==> src/rtl/ssba_pkg.sv <==
package ssba_pkg;

    // Bin store geometry
    localparam int BINS      = 2048;
    localparam int BIN_W     = $clog2(BINS);
    localparam int BIN_END_W = BIN_W + 1;

    // Field widths
    localparam int ACT_W  = 2;
    localparam int TIME_W = 32;
    localparam int POS_W  = 7;
    localparam int MS_W   = 16;
    localparam int CNT_W  = 16;
    localparam int SUM_W  = 40;
    localparam int SPD_W  = 17;
    localparam int LVL_W  = 16;

    // Divider widths, used by the front's and the back's own dividers: 56-bit dividend, 32-bit divisor
    localparam int DIVN_W = SUM_W + LVL_W;
    localparam int DIVD_W = 32;
    localparam int DIVC_W = $clog2(DIVN_W);
    localparam int BQ_W   = TIME_W + BIN_W;

    // Stream widths
    localparam int IN_BITS  = ACT_W + TIME_W + POS_W + BIN_W;
    localparam int IN_DW    = ((IN_BITS + 7) / 8) * 8;
    localparam int OUT_DW   = LVL_W + CNT_W;

    // Configuration port
    localparam int CFG_IDX_W  = 1;
    localparam int CFG_DW     = 32;
    localparam logic [CFG_IDX_W-1:0] CFG_TOTAL_DURATION = 1'b0;
    localparam logic [CFG_IDX_W-1:0] CFG_MAX_SPEED      = 1'b1;
    localparam logic [TIME_W-1:0] TD_RESET = 32'd60000;
    localparam logic [MS_W-1:0]   MS_RESET = 16'd2000;

    // Input actions
    localparam logic [ACT_W-1:0] ACT_ADD   = 2'd0;
    localparam logic [ACT_W-1:0] ACT_READ  = 2'd1;
    localparam logic [ACT_W-1:0] ACT_CLEAR = 2'd2;

    // Command queue
    localparam int Q_DEPTH = 4;
    localparam int Q_PTR_W = $clog2(Q_DEPTH);

    typedef enum logic [1:0] {
        CMD_CREDIT = 2'd0,
        CMD_READ   = 2'd1,
        CMD_CLEAR  = 2'd2
    } cmd_kind_t;

    typedef struct packed {
        cmd_kind_t              kind;
        logic [BIN_W-1:0]       first;
        logic [BIN_END_W-1:0]   stop;
        logic [SPD_W-1:0]       speed;
        logic                   sat;
    } cmd_t;

    typedef struct packed {
        logic full;
        logic empty;
    } q_stat_t;

    typedef struct packed {
        logic             sat;
        logic [CNT_W-1:0] cnt;
        logic [SUM_W-1:0] sum;
    } entry_t;

endpackage

==> src/rtl/ssba_div.sv <==
// Restoring divider, one quotient bit per cycle
module ssba_div
    import ssba_pkg::*;
(
    input  logic              clk,
    input  logic              rst_n,
    input  logic              start,
    input  logic [DIVN_W-1:0] dividend,
    input  logic [DIVD_W-1:0] divisor,
    output logic              done,
    output logic [DIVN_W-1:0] quotient
);

    logic              busy_reg;
    logic              done_reg;
    logic [DIVC_W-1:0] cnt_reg;
    logic [DIVN_W-1:0] quo_reg;
    logic [DIVD_W-1:0] rem_reg;
    logic [DIVD_W-1:0] dsr_reg;

    logic [DIVD_W:0]   rem_sh;
    logic [DIVD_W:0]   rem_diff;
    logic              ge;

    // one shift-subtract step
    always_comb
    begin
        rem_sh   = {rem_reg, quo_reg[DIVN_W-1]};
        rem_diff = rem_sh - {1'b0, dsr_reg};
        ge       = (rem_sh >= {1'b0, dsr_reg});
    end

    // control
    always_ff @(posedge clk or negedge rst_n)
    begin
        if (!rst_n)
        begin
            busy_reg <= 1'b0;
            done_reg <= 1'b0;
            cnt_reg  <= '0;
        end
        else
        begin
            done_reg <= 1'b0;
            if (start)
            begin
                busy_reg <= 1'b1;
                cnt_reg  <= DIVC_W'(DIVN_W - 1);
            end
            else if (busy_reg)
            begin
                if (cnt_reg == '0)
                begin
                    busy_reg <= 1'b0;
                    done_reg <= 1'b1;
                end
                else
                begin
                    cnt_reg <= cnt_reg - 1'b1;
                end
            end
        end
    end

    // datapath
    always_ff @(posedge clk)
    begin
        if (start)
        begin
            quo_reg <= dividend;
            rem_reg <= '0;
            dsr_reg <= divisor;
        end
        else if (busy_reg)
        begin
            quo_reg <= {quo_reg[DIVN_W-2:0], ge};
            rem_reg <= ge ? rem_diff[DIVD_W-1:0] : rem_sh[DIVD_W-1:0];
        end
    end

    assign done     = done_reg;
    assign quotient = quo_reg;

endmodule

==> src/rtl/ssba_front.sv <==
// Front: takes beats, forms strokes, works out speed and bin span
module ssba_front
    import ssba_pkg::*;
(
    input  logic              clk,
    input  logic              rst_n,
    input  logic              in_valid,
    output logic              in_ready,
    input  logic [ACT_W-1:0]  action,
    input  logic [TIME_W-1:0] time_ms,
    input  logic [POS_W-1:0]  position,
    input  logic [BIN_W-1:0]  bin_index,
    input  logic [TIME_W-1:0] total_duration,
    output logic              push,
    output cmd_t              push_cmd,
    input  q_stat_t           q_stat
);

    typedef enum logic [7:0] {
        F_IDLE    = 8'b0000_0001,
        F_SPD_GO  = 8'b0000_0010,
        F_SPD_WT  = 8'b0000_0100,
        F_B0_GO   = 8'b0000_1000,
        F_B0_WT   = 8'b0001_0000,
        F_B1_GO   = 8'b0010_0000,
        F_B1_WT   = 8'b0100_0000,
        F_PUSH    = 8'b1000_0000
    } fstate_t;

    fstate_t            state_reg, state_next;
    logic               have_last_reg;
    logic [TIME_W-1:0]  last_time_reg;
    logic [POS_W-1:0]   last_pos_reg;
    logic [TIME_W-1:0]  prev_time_reg;
    logic [TIME_W-1:0]  cur_time_reg;
    logic [TIME_W-1:0]  dt_reg;
    logic [POS_W-1:0]   dp_reg;
    logic [BQ_W-1:0]    b0_reg;
    cmd_t               cmd_reg;

    logic               accept;
    logic               div_start;
    logic               div_done;
    logic [DIVN_W-1:0]  div_q;
    logic [DIVN_W-1:0]  div_n;
    logic [DIVD_W-1:0]  div_d;
    logic [TIME_W-1:0]  dur_eff;
    logic [BQ_W-1:0]    b1;
    logic               b0_in, b1_in;

    assign accept   = in_valid && in_ready;
    assign in_ready = (state_reg == F_IDLE);
    assign dur_eff  = (total_duration == '0) ? TIME_W'(1) : total_duration;

    // divider operand select
    always_comb
    begin
        div_start = 1'b0;
        div_n     = '0;
        div_d     = dur_eff;
        case (state_reg)
            F_SPD_GO:
            begin
                div_start = 1'b1;
                div_n     = DIVN_W'(dp_reg) * DIVN_W'(1000);
                div_d     = dt_reg;
            end
            F_B0_GO:
            begin
                div_start = 1'b1;
                div_n     = DIVN_W'({prev_time_reg, {BIN_W{1'b0}}});
            end
            F_B1_GO:
            begin
                div_start = 1'b1;
                div_n     = DIVN_W'({cur_time_reg, {BIN_W{1'b0}}});
            end
            default:
            begin
                div_start = 1'b0;
            end
        endcase
    end

    ssba_div u_div (
        .clk      (clk),
        .rst_n    (rst_n),
        .start    (div_start),
        .dividend (div_n),
        .divisor  (div_d),
        .done     (div_done),
        .quotient (div_q)
    );

    assign b1    = div_q[BQ_W-1:0];
    assign b0_in = (b0_reg[BQ_W-1:BIN_W] == '0);
    assign b1_in = (b1[BQ_W-1:BIN_W] == '0);

    // next state
    always_comb
    begin
        state_next = state_reg;
        case (state_reg)
            F_IDLE:
            begin
                if (accept)
                begin
                    case (action)
                        ACT_ADD:
                        begin
                            if (have_last_reg && time_ms >= last_time_reg)
                                state_next = (time_ms == last_time_reg) ? F_B0_GO : F_SPD_GO;
                        end
                        ACT_READ:  state_next = F_PUSH;
                        ACT_CLEAR: state_next = F_PUSH;
                        default:   state_next = F_IDLE;
                    endcase
                end
            end
            F_SPD_GO: state_next = F_SPD_WT;
            F_SPD_WT: if (div_done) state_next = F_B0_GO;
            F_B0_GO:  state_next = F_B0_WT;
            F_B0_WT:  if (div_done) state_next = F_B1_GO;
            F_B1_GO:  state_next = F_B1_WT;
            F_B1_WT:
            begin
                if (div_done)
                begin
                    if (b0_reg == b1)
                        state_next = b0_in ? F_PUSH : F_IDLE;
                    else
                        state_next = (b0_in && b1_in) ? F_PUSH : F_IDLE;
                end
            end
            F_PUSH:   if (!q_stat.full) state_next = F_IDLE;
            default:  state_next = F_IDLE;
        endcase
    end

    // control and previous point
    always_ff @(posedge clk or negedge rst_n)
    begin
        if (!rst_n)
        begin
            state_reg     <= F_IDLE;
            have_last_reg <= 1'b0;
            last_time_reg <= '0;
            last_pos_reg  <= '0;
        end
        else
        begin
            state_reg <= state_next;
            if (accept && action == ACT_ADD)
            begin
                have_last_reg <= 1'b1;
                last_time_reg <= time_ms;
                last_pos_reg  <= position;
            end
            else if (accept && action == ACT_CLEAR)
            begin
                have_last_reg <= 1'b0;
                last_time_reg <= '0;
                last_pos_reg  <= '0;
            end
        end
    end

    // stroke datapath and command build
    always_ff @(posedge clk)
    begin
        if (accept)
        begin
            prev_time_reg <= last_time_reg;
            cur_time_reg  <= time_ms;
            dt_reg        <= time_ms - last_time_reg;
            dp_reg        <= (position > last_pos_reg) ? position - last_pos_reg
                                                       : last_pos_reg - position;
            cmd_reg.first <= bin_index;
            cmd_reg.stop  <= '0;
            cmd_reg.speed <= '0;
            cmd_reg.sat   <= (time_ms == last_time_reg);
            case (action)
                ACT_READ:  cmd_reg.kind <= CMD_READ;
                ACT_CLEAR: cmd_reg.kind <= CMD_CLEAR;
                default:   cmd_reg.kind <= CMD_CREDIT;
            endcase
        end
        if (state_reg == F_SPD_WT && div_done)
            cmd_reg.speed <= div_q[SPD_W-1:0];
        if (state_reg == F_B0_WT && div_done)
            b0_reg <= div_q[BQ_W-1:0];
        if (state_reg == F_B1_WT && div_done)
        begin
            cmd_reg.first <= b0_reg[BIN_W-1:0];
            if (b0_reg == b1)
                cmd_reg.stop <= BIN_END_W'(b0_reg[BIN_W-1:0]) + 1'b1;
            else
                cmd_reg.stop <= BIN_END_W'(b1[BIN_W-1:0]);
        end
    end

    assign push     = (state_reg == F_PUSH) && !q_stat.full;
    assign push_cmd = cmd_reg;

endmodule

==> config.mk <==
export PLATFORM = sky130hd
export DESIGN_NAME = ssba_front
export DESIGN_NICKNAME = d
export VERILOG_FILES = /design/src/rtl/ssba_pkg.sv /design/src/rtl/ssba_div.sv /design/src/rtl/ssba_front.sv
export SDC_FILE = /design/constraint.sdc
export NUM_CORES = 1
export LEC_CHECK = 0
export CAP_MARGIN = 20
export CELL_PAD_IN_SITES_DETAIL_PLACEMENT = 0
export CELL_PAD_IN_SITES_GLOBAL_PLACEMENT = 1
export CORE_MARGIN = 2
export CORE_UTILIZATION = 50
export DETAILED_ROUTE_END_ITERATION = 6
export DONT_BUFFER_PORTS = 1
export HOLD_SLACK_MARGIN = 0.05
export PLACE_DENSITY = 0.78
export SETUP_SLACK_MARGIN = 0.05
export SLEW_MARGIN = 10
export SYNTH_ARGS = -nofsm -noshare
export SYNTH_HDL_FRONTEND = slang
export SYNTH_HIERARCHICAL = 1
export SYNTH_SLANG_ARGS = --single-unit
==> constraint.sdc <==
create_clock -name clk -period 8.4 [get_ports clk]
set_input_delay 0.84 -clock clk [delete_from_list [all_inputs] [get_ports clk]]
set_output_delay 0.84 -clock clk [all_outputs]
set_load 0.1 [all_outputs]
==> flow_metrics.tcl <==
set metrics [dict create \
    status "completed" \
    power.leakage_nw 8.676 \
    hold_viol 0 \
    first_global_vias 13110 \
    clock_latency_ns 0.56 \
    hold_ws_ns 0.1316 \
    clkTransAtPathRegs_ns 0.06 \
    synth_area_leaders "edfxtp_1, ha_1, dfrtp_1, mux2_2, a22o_1" \
    drt-initial-drc-count 1057 \
    place_ws_ns 3.620 \
    worst_slack_ns 3.616 \
    routed-via-count 13310 \
    worst_slew_pin_slew_ns 1.063 \
    gp_congestion 0.8533 \
    syn_area_mm2 0.02014 \
    gr-total-overflow 0 \
    fin_setup_tns_ns 0 \
    clock_skew_ns 0.01680 \
    cts_tree "done" \
    cts-root-buf "clkbuf_16" \
    maxSlewViolCount 0 \
    slew_headroom_pct 28.83 \
    critPathKind "reg2reg" \
    timing.final.crit_share_pct 56.95 \
    startpoint_type "flop" \
    area_growth_pct 9.895 \
    dieArea_mm2 0.04191 \
    synth-main-ff-cell "edfxtp_1" \
    top_level_ports 134 \
    yosys.area.top_type "edfxtp_1" \
    core_mm2 0.03973 \
    synth_top_area_share_pct 41.29 \
    cp_data_required_time_ns 8.70 \
    drtPass1Iterations 5 \
    drive_gt1_share_pct 11.01 \
    crit_arrival_ns 5.09 \
    via_per_inst 5.798 \
    synth_edf_count 277 \
    antennaDiodeCount 0 \
    num-nets-final 1967 \
    vdd.ir_drop.worst_v 0.0003749 \
    drc 0 \
    grt_use_total_pct 23.19 \
    grt_max_degree 65 \
    synth_cell_types 84 \
    fin_crit_ns 4.784 \
    mostFrequentLayoutCells "edfxtp_1, inv_1, ha_1" \
    wl_um 47930 \
    yosys_register_bits 365 \
    grt_antenna_before_repair 1 \
    maxCapViolCount 0 \
    avgSynthCellArea_um2 11.62 \
    wl_per_cell_um 20.88 \
    dp_hpwl_um 34740 \
    dieHeight_um 204.7 \
    async_flop_share_pct 15.34 \
    clockBufferDepth 3 \
    htreeDepth 2 \
    syn_inst 1733 \
    setup_viol 0 \
    fp-row-count 73 \
    clock.fmax_mhz 209.0 \
    start_util_pct 50.70 \
    ant_nets 0 \
    rsz0062_at_grt "false" \
    cts_setup_buffers 0 \
    crit_path_max_fanout 5 \
    grt_pass1_wl_um 75150 \
    end_kind "flop" \
    die_w_um 204.7 \
    largest_reg_flops 56 \
    final_common_cell "edfxtp_1" \
    cts-buffers-inserted 42 \
    cellPowerDensity_mw_per_mm2 456.2 \
    fin_total_pwr_w 0.01010 \
    cts_sinks 365 \
    ys_seq_area_share_pct 51.43 \
    yosysWarnings 6 \
    hp-class "in2async" \
    port_buffers 0 \
]
==> final timing paths <==
path | from | end | slack [ns] | cells after the start
min in group clk | time_ms[8] | cur_time_reg[8] | 0.38 | 0
max in group asynchronous | rst_n | state_reg[7] | 7.94 | 1
worst min register to register | last_time_reg[11] | prev_time_reg[11] | 0.47 | 0
worst max-delay path | dp_reg[0] | u_div/quotient[16] | 3.62 | 15
worst min-delay path | rst_n | state_reg[0] | 0.13 | 0
worst max register to register | dp_reg[0] | u_div/quotient[16] | 3.62 | 15
==> worst max-delay path, cell delays in order, from the launching register on <==
cell	delay [ns]
edfxtp_1	0.49
fa_1	0.56
fa_1	0.52
inv_1	0.05
fa_1	0.47
fa_1	0.51
inv_1	0.04
ha_1	0.28
o21ai_0	0.10
a21boi_0	0.24
o21ai_0	0.15
a21boi_0	0.41
o211ai_1	0.18
a21oi_1	0.17
o31ai_1	0.09
mux2_2	0.28
==> cells in the mapped netlist, drive strengths merged, types with 24 or more instances <==
cell and number:
edfxtp 277, inv 153, ha 119, mux2 90, nor2 90, nand2 89
a22o 76, xor2 75, o21ai 73, a21oi 72, dfrtp 55, clkbuf 46
xnor2 46, a21o 36, nor4 36, dfxtp 32, nand4 27, nor3 27
and2 24, buf 24
==> layer usage <==
metal	wire length [um]	up-vias	GRT usage, %
met3	2881	61	4.693
met4	880	2	6.211
li1	-	6401	-
met1	22010	6528	32.53
met2	22140	320	36.72
met5	19	-	0
==> final cells by class <==
type | count | area, um2
Fill cell | 3390 | 17590
Sequential cell | 365 | 10360
Multi-Input combinational cell | 1160 | 8990
Clock buffer | 53 | 1166
Tap cell | 525 | 656.9
Inverter | 153 | 574.3
Clock inverter | 25 | 236.5
Timing Repair Buffer | 15 | 152.6
==> stage by stage <==
step           cells  instance area, um2  util, %
4_1_cts         2295               22120    55.68
6_report        2296               22140    55.72
5_1_grt         2296               22140    55.72
2_1_floorplan   1748               20200        -
3_3_place_gp    2215               20670    52.03
3_5_place_dp    2216               20690    52.08
==> cell families after synthesis <==
| family | after synthesis | synth area share (%) |
|---|---|---|
| AOI/OAI and AO/OA | 396 | 14.06 |
| xor gates and xnor gates | 121 | 5.261 |
| adders and majority gates | 141 | 9.578 |
| buffers and inverters | 223 | 4.379 |
| DFF | 365 | 51.43 |
| muxes | 97 | 5.398 |
| other | 1 | 0.01862 |
| and+or+nand+nor | 389 | 9.876 |
==> repair_timing <==
| action | CTS | global route |
|---|---|---|
| gates resized for setup | 0 | 0 |
| hold endpoints to repair | 55 | 0 |
| hold buffers | 1 | 0 |
==> power breakdown <==
| part | internal, W | switching, W | total (W) |
|---|---|---|---|
| Combinational | 0.00203 | 0.00274 | 0.00477 |
| Sequential | 0.00271 | 0.000768 | 0.00348 |
| Clock | 0.00111 | 0.000741 | 0.00185 |
No activity file was read; power rests on OpenSTA's default activity.
