`src/rtl/ssba_pkg.sv`:
```
package ssba_pkg;

    // Bin store geometry
    localparam int BINS      = 2048;
    localparam int BIN_W     = $clog2(BINS);
    localparam int BIN_END_W = BIN_W + 1;

    // Field widths
    localparam int ACT_W  = 2;
    localparam int TIME_W = 32;
    localparam int POS_W  = 7;
    localparam int MS_W   = 16;
    localparam int CNT_W  = 16;
    localparam int SUM_W  = 40;
    localparam int SPD_W  = 17;
    localparam int LVL_W  = 16;

    // Divider widths, used by the front's and the back's own dividers: 56-bit dividend, 32-bit divisor
    localparam int DIVN_W = SUM_W + LVL_W;
    localparam int DIVD_W = 32;
    localparam int DIVC_W = $clog2(DIVN_W);
    localparam int BQ_W   = TIME_W + BIN_W;

    // Stream widths
    localparam int IN_BITS  = ACT_W + TIME_W + POS_W + BIN_W;
    localparam int IN_DW    = ((IN_BITS + 7) / 8) * 8;
    localparam int OUT_DW   = LVL_W + CNT_W;

    // Configuration port
    localparam int CFG_IDX_W  = 1;
    localparam int CFG_DW     = 32;
    localparam logic [CFG_IDX_W-1:0] CFG_TOTAL_DURATION = 1'b0;
    localparam logic [CFG_IDX_W-1:0] CFG_MAX_SPEED      = 1'b1;
    localparam logic [TIME_W-1:0] TD_RESET = 32'd60000;
    localparam logic [MS_W-1:0]   MS_RESET = 16'd2000;

    // Input actions
    localparam logic [ACT_W-1:0] ACT_ADD   = 2'd0;
    localparam logic [ACT_W-1:0] ACT_READ  = 2'd1;
    localparam logic [ACT_W-1:0] ACT_CLEAR = 2'd2;

    // Command queue
    localparam int Q_DEPTH = 4;
    localparam int Q_PTR_W = $clog2(Q_DEPTH);

    typedef enum logic [1:0] {
        CMD_CREDIT = 2'd0,
        CMD_READ   = 2'd1,
        CMD_CLEAR  = 2'd2
    } cmd_kind_t;

    typedef struct packed {
        cmd_kind_t              kind;
        logic [BIN_W-1:0]       first;
        logic [BIN_END_W-1:0]   stop;
        logic [SPD_W-1:0]       speed;
        logic                   sat;
    } cmd_t;

    typedef struct packed {
        logic full;
        logic empty;
    } q_stat_t;

    typedef struct packed {
        logic             sat;
        logic [CNT_W-1:0] cnt;
        logic [SUM_W-1:0] sum;
    } entry_t;

endpackage

```
`src/rtl/ssba_fifo.sv`:
```
// Short command queue between front and back
module ssba_fifo
    import ssba_pkg::*;
(
    input  logic    clk,
    input  logic    rst_n,
    input  logic    push,
    input  cmd_t    push_cmd,
    input  logic    pop,
    output cmd_t    pop_cmd,
    output q_stat_t stat
);

    cmd_t               slot_reg [Q_DEPTH];
    logic [Q_PTR_W-1:0] wptr_reg;
    logic [Q_PTR_W-1:0] rptr_reg;
    logic [Q_PTR_W:0]   fill_reg;

    always_ff @(posedge clk or negedge rst_n)
    begin
        if (!rst_n)
        begin
            wptr_reg <= '0;
            rptr_reg <= '0;
            fill_reg <= '0;
        end
        else
        begin
            if (push)
                wptr_reg <= wptr_reg + 1'b1;
            if (pop)
                rptr_reg <= rptr_reg + 1'b1;
            if (push && !pop)
                fill_reg <= fill_reg + 1'b1;
            else if (pop && !push)
                fill_reg <= fill_reg - 1'b1;
        end
    end

    always_ff @(posedge clk)
    begin
        if (push)
            slot_reg[wptr_reg] <= push_cmd;
    end

    assign pop_cmd    = slot_reg[rptr_reg];
    assign stat.full  = (fill_reg == (Q_PTR_W+1)'(Q_DEPTH));
    assign stat.empty = (fill_reg == '0);

endmodule

```
`config.mk`:
```
export PLATFORM = sky130hd
export DESIGN_NAME = ssba_fifo
export DESIGN_NICKNAME = d
export VERILOG_FILES = /design/src/rtl/ssba_pkg.sv /design/src/rtl/ssba_fifo.sv
export SDC_FILE = /design/constraint.sdc
export NUM_CORES = 1
export LEC_CHECK = 0
export BUFFER_PORTS_ARGS = -buffer_cell sky130_fd_sc_hd__buf_2
export CAP_MARGIN = 20
export CORE_MARGIN = 2
export CORE_UTILIZATION = 45
export DETAILED_ROUTE_END_ITERATION = 8
export PLACE_DENSITY = 0.75
export SLEW_MARGIN = 10
export SYNTH_ARGS = -nofsm -noshare
export SYNTH_HDL_FRONTEND = slang
export SYNTH_SLANG_ARGS = --single-unit
```
`constraint.sdc`:
```
create_clock -name clk -period 1.9 [get_ports clk]
set_input_delay 0.285 -clock clk [delete_from_list [all_inputs] [get_ports clk]]
set_output_delay 0.285 -clock clk [all_outputs]
set_load 0.005 [all_outputs]
```
==> run metrics, run 1 <==
Hold Crit Class input port to flop; leak pwr approximately 2.9 nW; max reg flops 172; Final Util 0.565; PD cells 1540 nW/um2; vias in the first global route approximately 3100; Critical Path Sink Type output pin; RePlAce Congestion 0.676; DRT Wirelength 11500 um; startpoint types flop; mean post-synth cell area between 20 and 30 um2; post-route ant nets 0; Tightest Pin Transition approximately 0.35 ns; GRT Util Overall 0.151; initial antenna violation count 0; area leader, netlist edfxtp_1; die width between 100 and 150 um; DRC 0; Worst EP arrival 1.81 ns; Worst Path Required around 1.6 ns; core area 14500 um2; drt wl/cell around 20 um; Nets between 400 and 500; PortBufs 91; Net Count, Synth roughly 310; Synth top area share 0.776; failing checks negative setup slack; part of the Yosys area used for sequential elements 0.802; Peak Freq approximately 0.48 GHz; clk sinks ~180; met2 WL post-DR between 6000 and 7000 um; asr flop ratio synth 0.0391; Hold Slack 0.0705 ns; RSZ-0062 raised after global routing yes; Vias about 3000; Post-Syn Area between 6000 and 7000 um2; CTS tree yes; # setup viols final 43; Die Y-Extent 126 um; clk_skew ~0.0036 ns; top sig layer met4; Detailed Routing Iterations Pass 1 4; layout cells sized above 1 0.486; cell with the most instances after synthesis edfxtp_1; leading post-synthesis cells by cell area edfxtp_1 78%, mux4_2 13%, dfrtp_1 2.6%, mux4_1 2.0%, buf_12 1.2%; MaxCap Viol Count 0; Setup CP Type flop to output pin; met3 wire len ~650 um; Slew Viols, Final 0; Primary FF master, synth edfxtp_1; later-pin clock latency in the skew report 0.42 ns; post-DP HPWL between 6000 and 7000 um; CTS Buf Count 17; flops & latches, synth about 180; DP Cell Count roughly 540; Root Buffer clkbuf_16; worst setup margin -0.197 ns; first-pass GRT wire length around 17000 um; top cells by count, synth 172 x edfxtp_1, 38 x mux4_2, 7 x dfrtp_1; Rel. slew slack 0.764; Finished Layout Cells ~580; status finished, violations left; yosys warns 0; # diodes 0; Reg clk slew, reported paths around 0.06 ns; initial DRC count 188; Final Hold Fails 0; Layout area overhead 22.9%; H-tree depth 4; GRT overflow 0; Peak VDD IR about 0.67 mV; met1 wire length around 4600 um; Initial Util 0.460; Post-synth EDFFs 172; die outline area between 15000 and 20000 um2; Final period util 1.10; Synth Instances 259; Worst Path Max Fanout 7; Final min period 2.10 ns; Synth cell types 19; largest net degree at the start of global routing 45; IO Pins 92; row cnt between 40 and 50; Vias/cell slightly above 5; Clock Path Buffers 2
==> through the flow <==
step | power (W) | worst slack (ns) | TNS, ns | cell area, um2
final | 0.0126 | -0.197 | -7.27 | 8180
after global placement | 0.00879 | 0.188 | 0 | 7420
after detailed placement | 0.00889 | 0.187 | 0 | 7420
after global routing | 0.0132 | -0.252 | -9.48 | 8180
after floorplan | 0.00757 | 0.301 | 0 | 6660
after CTS | 0.0125 | -0.253 | -8.54 | 8070
==> logic make-up (layout without fill, tap and decap cells) <==
logic type	count (synthesis)	count (layout)	synth area share
flops	179	179	0.802
mux	44	44	0.150
buf+inv	14	148	0.0197
simple gates	9	9	0.00733
fa+ha+maj	6	6	0.0124
xor+xnor	6	6	0.00789
compound gates	1	1	0.000751
==> final cells by class <==
| type | instances | area [um2] |
|---|---|---|
| fillers | 1054 | 6290 |
| flip-flops and latches | 179 | 5350 |
| multi-input cells | 66 | 1170 |
| repair buffers | 113 | 841 |
| clock buffers | 17 | 425 |
| well taps | 184 | 230 |
| clock inverters | 14 | 154 |
| inverters | 4 | 15.0 |
==> layout by cell type (no fill, tap or decap) <==
cell type      instances
buf_4                  3
clkbuf_16             19
clkinvlp_4             1
buf_2                 90
clkinv_1               2
buf_8                  1
inv_6                  5
clkinv_4               4
inv_1                  4
bufinv_16              2
dfrtp_1                5
buf_6                  4
nor3_1                 1
dlygate4sd3_1          1
buf_16                 1
buf_12                11
nand2_1                2
dfrtp_4                1
edfxtp_1             172
ha_1                   5
fa_1                   1
nor3b_1                1
dfrtp_2                1
xor2_1                 4
xnor2_1                2
mux4_2                43
o21ai_0                1
and2_2                 4
nor2_1                 1
mux2_2                 1
==> layer usage <==
layer | up-vias | track usage
li1 | 1344 | -
met1 | 1544 | 0.181
met2 | 75 | 0.252
met3 | 20 | 0.0531
met4 | 0 | 0.0588
met5 | - | 0
==> path summary, 6_finish.rpt <==
kind                                    from              end  slack, ns  depth (start not counted)
min in group asynchronous              rst_n      fill_reg[0]       0.22                          2
worst max register to register   wptr_reg[0]  slot_reg[2][30]       0.42                          4
worst min-delay path            push_cmd[34]  slot_reg[3][34]       0.07                          1
max in group asynchronous              rst_n      rptr_reg[0]       1.50                          2
worst min register to register   fill_reg[2]      fill_reg[2]       0.50                          1
worst max-delay path             rptr_reg[0]      pop_cmd[27]      -0.20                          4
==> report_power, final <==
group | switching [W] | internal [W]
clock network | 0.00143 | 0.00195
registers | 0.000215 | 0.00518
logic | 0.00171 | 0.00212
total | 0.00336 | 0.00924
==> worst max-delay path, stage by stage (launching register included) <==
cell     delay, ns
dfrtp_4       0.50
buf_12        0.15
buf_16        0.14
mux4_2        0.44
buf_2         0.15
==> timing repair <==
action                                 CTS  global route
setup buffers                            4             3
endpoints found under the hold margin    7             0
hold buffers                             1             0
gates resized for setup                  7             4
pin swaps                                0             0
gates cloned                             0             3
setup endpoints to repair               43            43
Power figures use the tool's default switching activity.
==> run 2: changes to the inputs <==
--- a/config.mk
+++ b/config.mk
@@ -10,7 +10,8 @@
 export CORE_MARGIN = 2
 export CORE_UTILIZATION = 45
 export DETAILED_ROUTE_END_ITERATION = 8
-export PLACE_DENSITY = 0.75
+export PLACE_DENSITY = 0.73
+export SETUP_SLACK_MARGIN = 0.5
 export SLEW_MARGIN = 10
 export SYNTH_ARGS = -nofsm -noshare
 export SYNTH_HDL_FRONTEND = slang
==> constraint.sdc (replaced) <==
create_clock -name clk -period 2 [get_ports clk]
set_input_delay 0.3 -clock clk [delete_from_list [all_inputs] [get_ports clk]]
set_output_delay 0.3 -clock clk [all_outputs]
set_load 0.005 [all_outputs]
==> run 2 against run 1 <==
Die area did not move; critical path depth did not move; sequential cell count did not move; wire length rose by 2.0%; clock power fell by 3%; critical endpoint is now pop_cmd[26]; highest routed layer unchanged; the flow still finishes with violations (negative setup slack).
==> run metrics, run 2 (synthesis results as in run 1) <==
initial antenna violation count 0 (unchanged); Vias 3030 (+1.6%); PD cells 1470 nW/um2 (-4.8%); max reg flops 172 (unchanged); first-pass GRT wire length 17700 um (+1.7%); IO Pins 92 (unchanged); leak pwr 2.91 nW (+1.4%); Clock Path Buffers 2 (unchanged); drt wl/cell 20.0 um (+0.74%); Peak VDD IR 0.753 mV (+12%); worst setup margin -0.131 ns (+0.0662 ns); Rel. slew slack 0.765 (+0.00188); Final min period around 2.1 ns; failing checks negative setup slack; Final period util 1.07; die width 126 um (unchanged); Worst Hold Depth 1 (unchanged); core area 14500 um2 (unchanged); die outline area 15800 um2 (unchanged); H-tree depth 4 (unchanged); HP Start push_cmd[33]; initial DRC count 176 (-6.4%); pre-CTS setup slack 0.268 ns (+0.0812 ns); Vias/cell 5.19 (+0.36%); Layout fillers 1088 (+3.2%); post-DP HPWL 7050 um (+5.0%); RSZ-0062 raised after global routing yes; # setup viols final 43 (unchanged); row cnt 44 (unchanged); met3 wire len 608 um (-6.5%); clk sinks 179 (unchanged); r2r setup slk 0.57 ns (+0.15 ns); layout cells sized above 1 0.500 (+0.0140); R2R Path End slot_reg[3][36]; Final Hold Fails 0 (unchanged); startpoint types flop; DRT Wirelength 11700 um (+2.0%); Hold Slack 0.0909 ns (+0.0203 ns); Nets 440 (+1.4%); met2 WL post-DR 6210 um (+2.6%); Reg clk slew, reported paths 0.06 ns (about the same); Worst Path Required 1.70 ns (+0.08 ns); Hold Crit Class input port to flop; CTS tree yes; CTS Buf Count 17 (unchanged); Die Y-Extent 126 um (unchanged); commonest non-fill, non-tap cell in the layout edfxtp_1; Detailed Routing Iterations Pass 1 4 (unchanged); post-route ant nets 0 (unchanged); reg2reg path depth 3 (-1); design area 8230 um2 (+0.55%); DRC 0 (unchanged); Setup CP Type flop to output pin; Peak Freq ~0.47 GHz; most frequent cells in the layout 172 x edfxtp_1, 90 x buf_2, 43 x mux4_2; GRT overflow 0 (unchanged); Slew Viols, Final 0 (unchanged); MaxCap Viol Count 0 (unchanged); met1 wire length 4670 um (+2.2%); largest net degree at the start of global routing 24 (-47%); DP Area 7420 um2 (about the same); worst r2r src wptr_reg[0]; later-pin clock latency in the skew report 0.42 ns (about the same); GRT Util Overall 0.153 (+0.00244); hold endpoint slot_reg[3][33]; Worst Path Max Fanout 5 (-2); status finished, violations left; Initial Util 0.460 (unchanged); PortBufs 91 (unchanged); Layout area overhead 23.6%; clk_skew 0.00551 ns (+0.00194 ns); Tightest Pin Transition 0.352 ns (-0.00283 ns); Worst EP arrival 1.83 ns (+0.02 ns); top sig layer met4; RePlAce Congestion 0.675 (-0.13%); # diodes 0 (unchanged); Critical Path Sink Type output pin; Root Buffer clkbuf_16; vias in the first global route 3248 (+3.2%)
[run 2: cell count changes in the layout (fill, tap and decap cells not counted), moves of 3 or more]
cell,previous run,this run
buf_4,3,14
clkinv_2,0,6
and2_2,4,0
and2_4,0,4
inv_6,5,1
buf_6,4,1
[run 2: final cells by class]
type / count / area, um2 / area share
Timing Repair Buffer: 119 / 865 / 0.105
Sequential cell: 179 / 5350 / 0.650
Clock inverter: 15 / 165 / 0.0201
Inverter: 4 / 15.0 / 0.00182
Tap cell: 184 / 230 / 0.0280
Multi-Input combinational cell: 66 / 1180 / 0.144
Clock buffer: 17 / 425 / 0.0517
[run 2: layer usage]
layer  up-vias  global-route usage
li1       1350                   -
met1      1582               0.186
met2        84               0.257
met3        14              0.0501
met4         0              0.0614
met5         -                   0
[run 2: timing repair]
item | CTS | global route
gates cloned | 3 | 1
pin swaps | 0 | 2
hold buffers | 1 | 0
hold endpoints to repair | 7 | 0
gates resized for setup | 8 | 2
endpoints found under the setup margin | 124 | 45
setup buffers | 9 | 1
[run 2: power breakdown]
part           total [W]  switching [W]  internal (W)  leakage, nW
clock network    0.00328        0.00133       0.00195        0.290
logic            0.00364        0.00161       0.00203        0.961
registers        0.00514       0.000225       0.00492         1.66
[run 2: per-stage QoR]
| step | util | setup TNS [ns] | cells | power (W) |
|---|---|---|---|---|
| after floorplan | - | 0 | 259 | 0.00720 |
| after global placement | 0.512 | 0 | 537 | 0.00834 |
| after detailed placement | 0.512 | 0 | 537 | 0.00843 |
| after CTS | 0.565 | -5.08 | 582 | 0.0122 |
| after global routing | 0.568 | -6.00 | 584 | 0.0126 |
| final | 0.568 | -3.43 | 584 | 0.0121 |
[run 2: how the worst max path moves through the flow]
stage	to	start	slack, ns
4_1_cts	pop_cmd[18]	rptr_reg[0]	-0.17
3_3_place_gp	pop_cmd[36]	rptr_reg[0]	0.28
2_1_floorplan	pop_cmd[0]	rptr_reg[0]	0.56
3_5_place_dp	pop_cmd[36]	rptr_reg[0]	0.27
5_1_grt	pop_cmd[24]	rptr_reg[0]	-0.19
6_report	pop_cmd[26]	rptr_reg[0]	-0.13
[run 2: critical path: stages, from the launching register on]
cell	delay, ns
dfrtp_4	0.54
buf_12	0.16
clkbuf_16	0.16
mux4_2	0.42
buf_2	0.14
==> run 3: changes to the inputs <==
--- a/config.mk
+++ b/config.mk
@@ -8,9 +8,9 @@
 export BUFFER_PORTS_ARGS = -buffer_cell sky130_fd_sc_hd__buf_2
 export CAP_MARGIN = 20
 export CORE_MARGIN = 2
-export CORE_UTILIZATION = 45
+export CORE_UTILIZATION = 51
 export DETAILED_ROUTE_END_ITERATION = 8
-export PLACE_DENSITY = 0.73
+export PLACE_DENSITY = 0.83
 export SETUP_SLACK_MARGIN = 0.5
 export SLEW_MARGIN = 10
 export SYNTH_ARGS = -nofsm -noshare
==> constraint.sdc (replaced) <==
create_clock -name clk -period 1.77 [get_ports clk]
set_input_delay 0.2655 -clock clk [delete_from_list [all_inputs] [get_ports clk]]
set_output_delay 0.2655 -clock clk [all_outputs]
set_load 0.005 [all_outputs]
==> run 3 against run 2 <==
The run still ends with negative setup slack left; utilization is 14 points higher; combinational power is 41% higher; sequential cell count stayed put; cell area is 9.2% higher; sequential power is 14% higher; first-iteration DRC count is 4.0% higher; count of clock-buffer cells in the layout stayed put.
==> run metrics, run 3 (synthesis results as in run 1) <==
Reg clk slew, reported paths 0.07 ns (about the same); Tightest Pin Transition 0.236 ns (-0.116 ns); post-route ant nets 0 (unchanged); max reg flops 172 (unchanged); layout cells sized above 1 0.567 (+0.0671); GRT overflow 0 (unchanged); startpoint types flop; core area 12700 um2 (-12%); Initial Util 0.526 (+0.0656); Layout area overhead 35.0%; Root Buffer clkbuf_16; Nets 472 (+7.3%); Setup CP Type flop to output pin; Final period util 1.19; largest net degree at the start of global routing 37 (+54%); Detailed Routing Iterations Pass 1 4 (unchanged); Finished Layout Cells 605 (+3.6%); worst setup margin -0.341 ns (-0.210 ns); Peak VDD IR 0.837 mV (+11%); Die Y-Extent 118 um (-5.9%); GR Util met2 0.315 (+0.0581); Rel. slew slack 0.843 (+0.0774); first-pass GRT wire length 19400 um (+9.6%); Peak Freq 0.474 GHz; Clk network pwr share 0.257 (-0.015); HP Start push_cmd[21]; register share of total power 0.396 (-0.030); clk_skew 0.00762 ns (+0.00211 ns); M1 GR Usage 0.238 (+0.0526); Final Util 0.709 (+0.141); IO Pins 92 (unchanged); design area 8990 um2 (+9.2%); MaxCap Viol Count 0 (unchanged); GR peak layer met2; Pint 0.0109 W (+22%); later-pin clock latency in the skew report 0.43 ns (about the same); worst r2r src wptr_reg[0]; Hold Crit Class input port to flop; Sw Ratio 0.268 (+0.00588); RSZ-0062 raised after global routing yes; # setup viols final 43 (unchanged); CTS Buf Count 17 (unchanged); Worst Path Required 1.50 ns (-0.20 ns); Vias 3259 (+7.6%); Worst EP arrival 1.85 ns (+0.02 ns); initial antenna violation count 1 (+1); PD cells 1650 nW/um2 (+13%); Layout fillers 770 (-29%); pre-CTS setup slack 0.111 ns (-0.157 ns); initial DRC count 183 (+4.0%); DRT Wirelength 13200 um (+13%); M3 GR Usage 0.0579 (+0.00779); DRC 0 (unchanged); vias in the first global route 3461 (+6.6%); Worst Path Max Fanout 8 (+3); DP Cell Count 526 (-2.0%); GRT Util Overall 0.191 (+0.0377); failing checks negative setup slack; Psw 0.00398 W (+26%); CP Launch Point rptr_reg[0]; PortBufs 91 (unchanged); Final min period between 2 and 2.5 ns; leak pwr 3.20 nW (+10%); CTS tree yes; commonest non-fill, non-tap cell in the layout edfxtp_1; post-DP HPWL 7130 um (+1.1%); status finished, violations left; most frequent cells in the layout 172 x edfxtp_1, 89 x buf_2, 43 x mux4_2; die outline area 14000 um2 (-11%); clk sinks 179 (unchanged); power share of the combinational group 0.347 (+0.045); die width 118 um (-5.9%); Vias/cell 5.39 (+3.8%); drt wl/cell 21.8 um (+9.1%); H-tree depth 4 (unchanged); Slew Viols, Final 0 (unchanged); DP Area 7500 um2 (+1.1%); Post-Route Setup TNS -13.23 ns (-9.79 ns); Critical Path Sink Type output pin; RePlAce Congestion 0.669 (-0.89%); Clock Path Buffers 2 (unchanged); Final Hold Fails 0 (unchanged); row cnt 41 (-6.8%)
==> run 3: cell types whose count changed in the layout (fill, tap and decap cells not counted), sizes merged <==
| cell | before | now |
|---|---|---|
| buf | 117 | 141 |
| clkbuf | 18 | 26 |
| clkinv | 9 | 5 |
| inv | 5 | 8 |
| clkinvlp | 2 | 3 |
| diode | 0 | 1 |
==> run 3: worst paths after layout <==
| check | to | slack [ns] | cells past startpoint |
|---|---|---|---|
| hold / removal | slot_reg[2][21] | 0.05 | 1 |
| min in group asynchronous | rptr_reg[0] | 0.21 | 2 |
| setup reg to reg | slot_reg[2][25] | 0.27 | 6 |
| setup / recovery | pop_cmd[17] | -0.34 | 3 |
| max in group asynchronous | rptr_reg[0] | 1.37 | 2 |
| hold reg to reg | fill_reg[2] | 0.52 | 1 |
==> run 3: power groups by stage <==
stage	Combinational, W	Sequential, W	Clock, W
CTS	0.00469	0.00584	0.00389
global route	0.00549	0.00593	0.00403
global placement	0.00371	0.00584	0
finish	0.00514	0.00587	0.00382
floorplan	0.00237	0.00578	0
detailed placement	0.00378	0.00592	0
==> run 3: metal layers <==
| layer | vias up | share of wire |
|---|---|---|
| met5 | - | 0 |
| met4 | 0 | 0.013 |
| met3 | 20 | 0.055 |
| met2 | 105 | 0.52 |
| met1 | 1706 | 0.41 |
| li1 | 1428 | - |
==> run 3: metrics by stage <==
step / total power, W / hold slack (ns)
6_report: 0.0148 / 0.0478
3_3_place_gp: 0.00955 / 0.106
2_1_floorplan: 0.00815 / -0.0301
4_1_cts: 0.0144 / 0.0277
5_1_grt: 0.0155 / 0.0383
3_5_place_dp: 0.00970 / 0.115
==> run 3: critical path, stage by stage, from the launching register on <==
cell,delay (ns)
dfrtp_4,0.55
buf_12,0.18
mux4_2,0.53
buf_2,0.15
==> run 3: cell type report <==
class,instances,area [um2],area share
inverters,4,17.5,0.00195
clock buffers,17,425,0.0473
diodes,1,2.50,0.000278
repair buffers,151,1550,0.173
clock inverters,15,181,0.0202
well taps,172,215,0.0239
multi-input cells,66,1250,0.139
flip-flops and latches,179,5350,0.595
==> run 3: repair_timing <==
action,in CTS,in global routing
cloned,7,9
pin swaps,4,2
endpoints found under the hold margin,7,0
endpoints found under the setup margin,195,219
resized for setup,39,13
buffers inserted,23,6
hold buffers,1,0
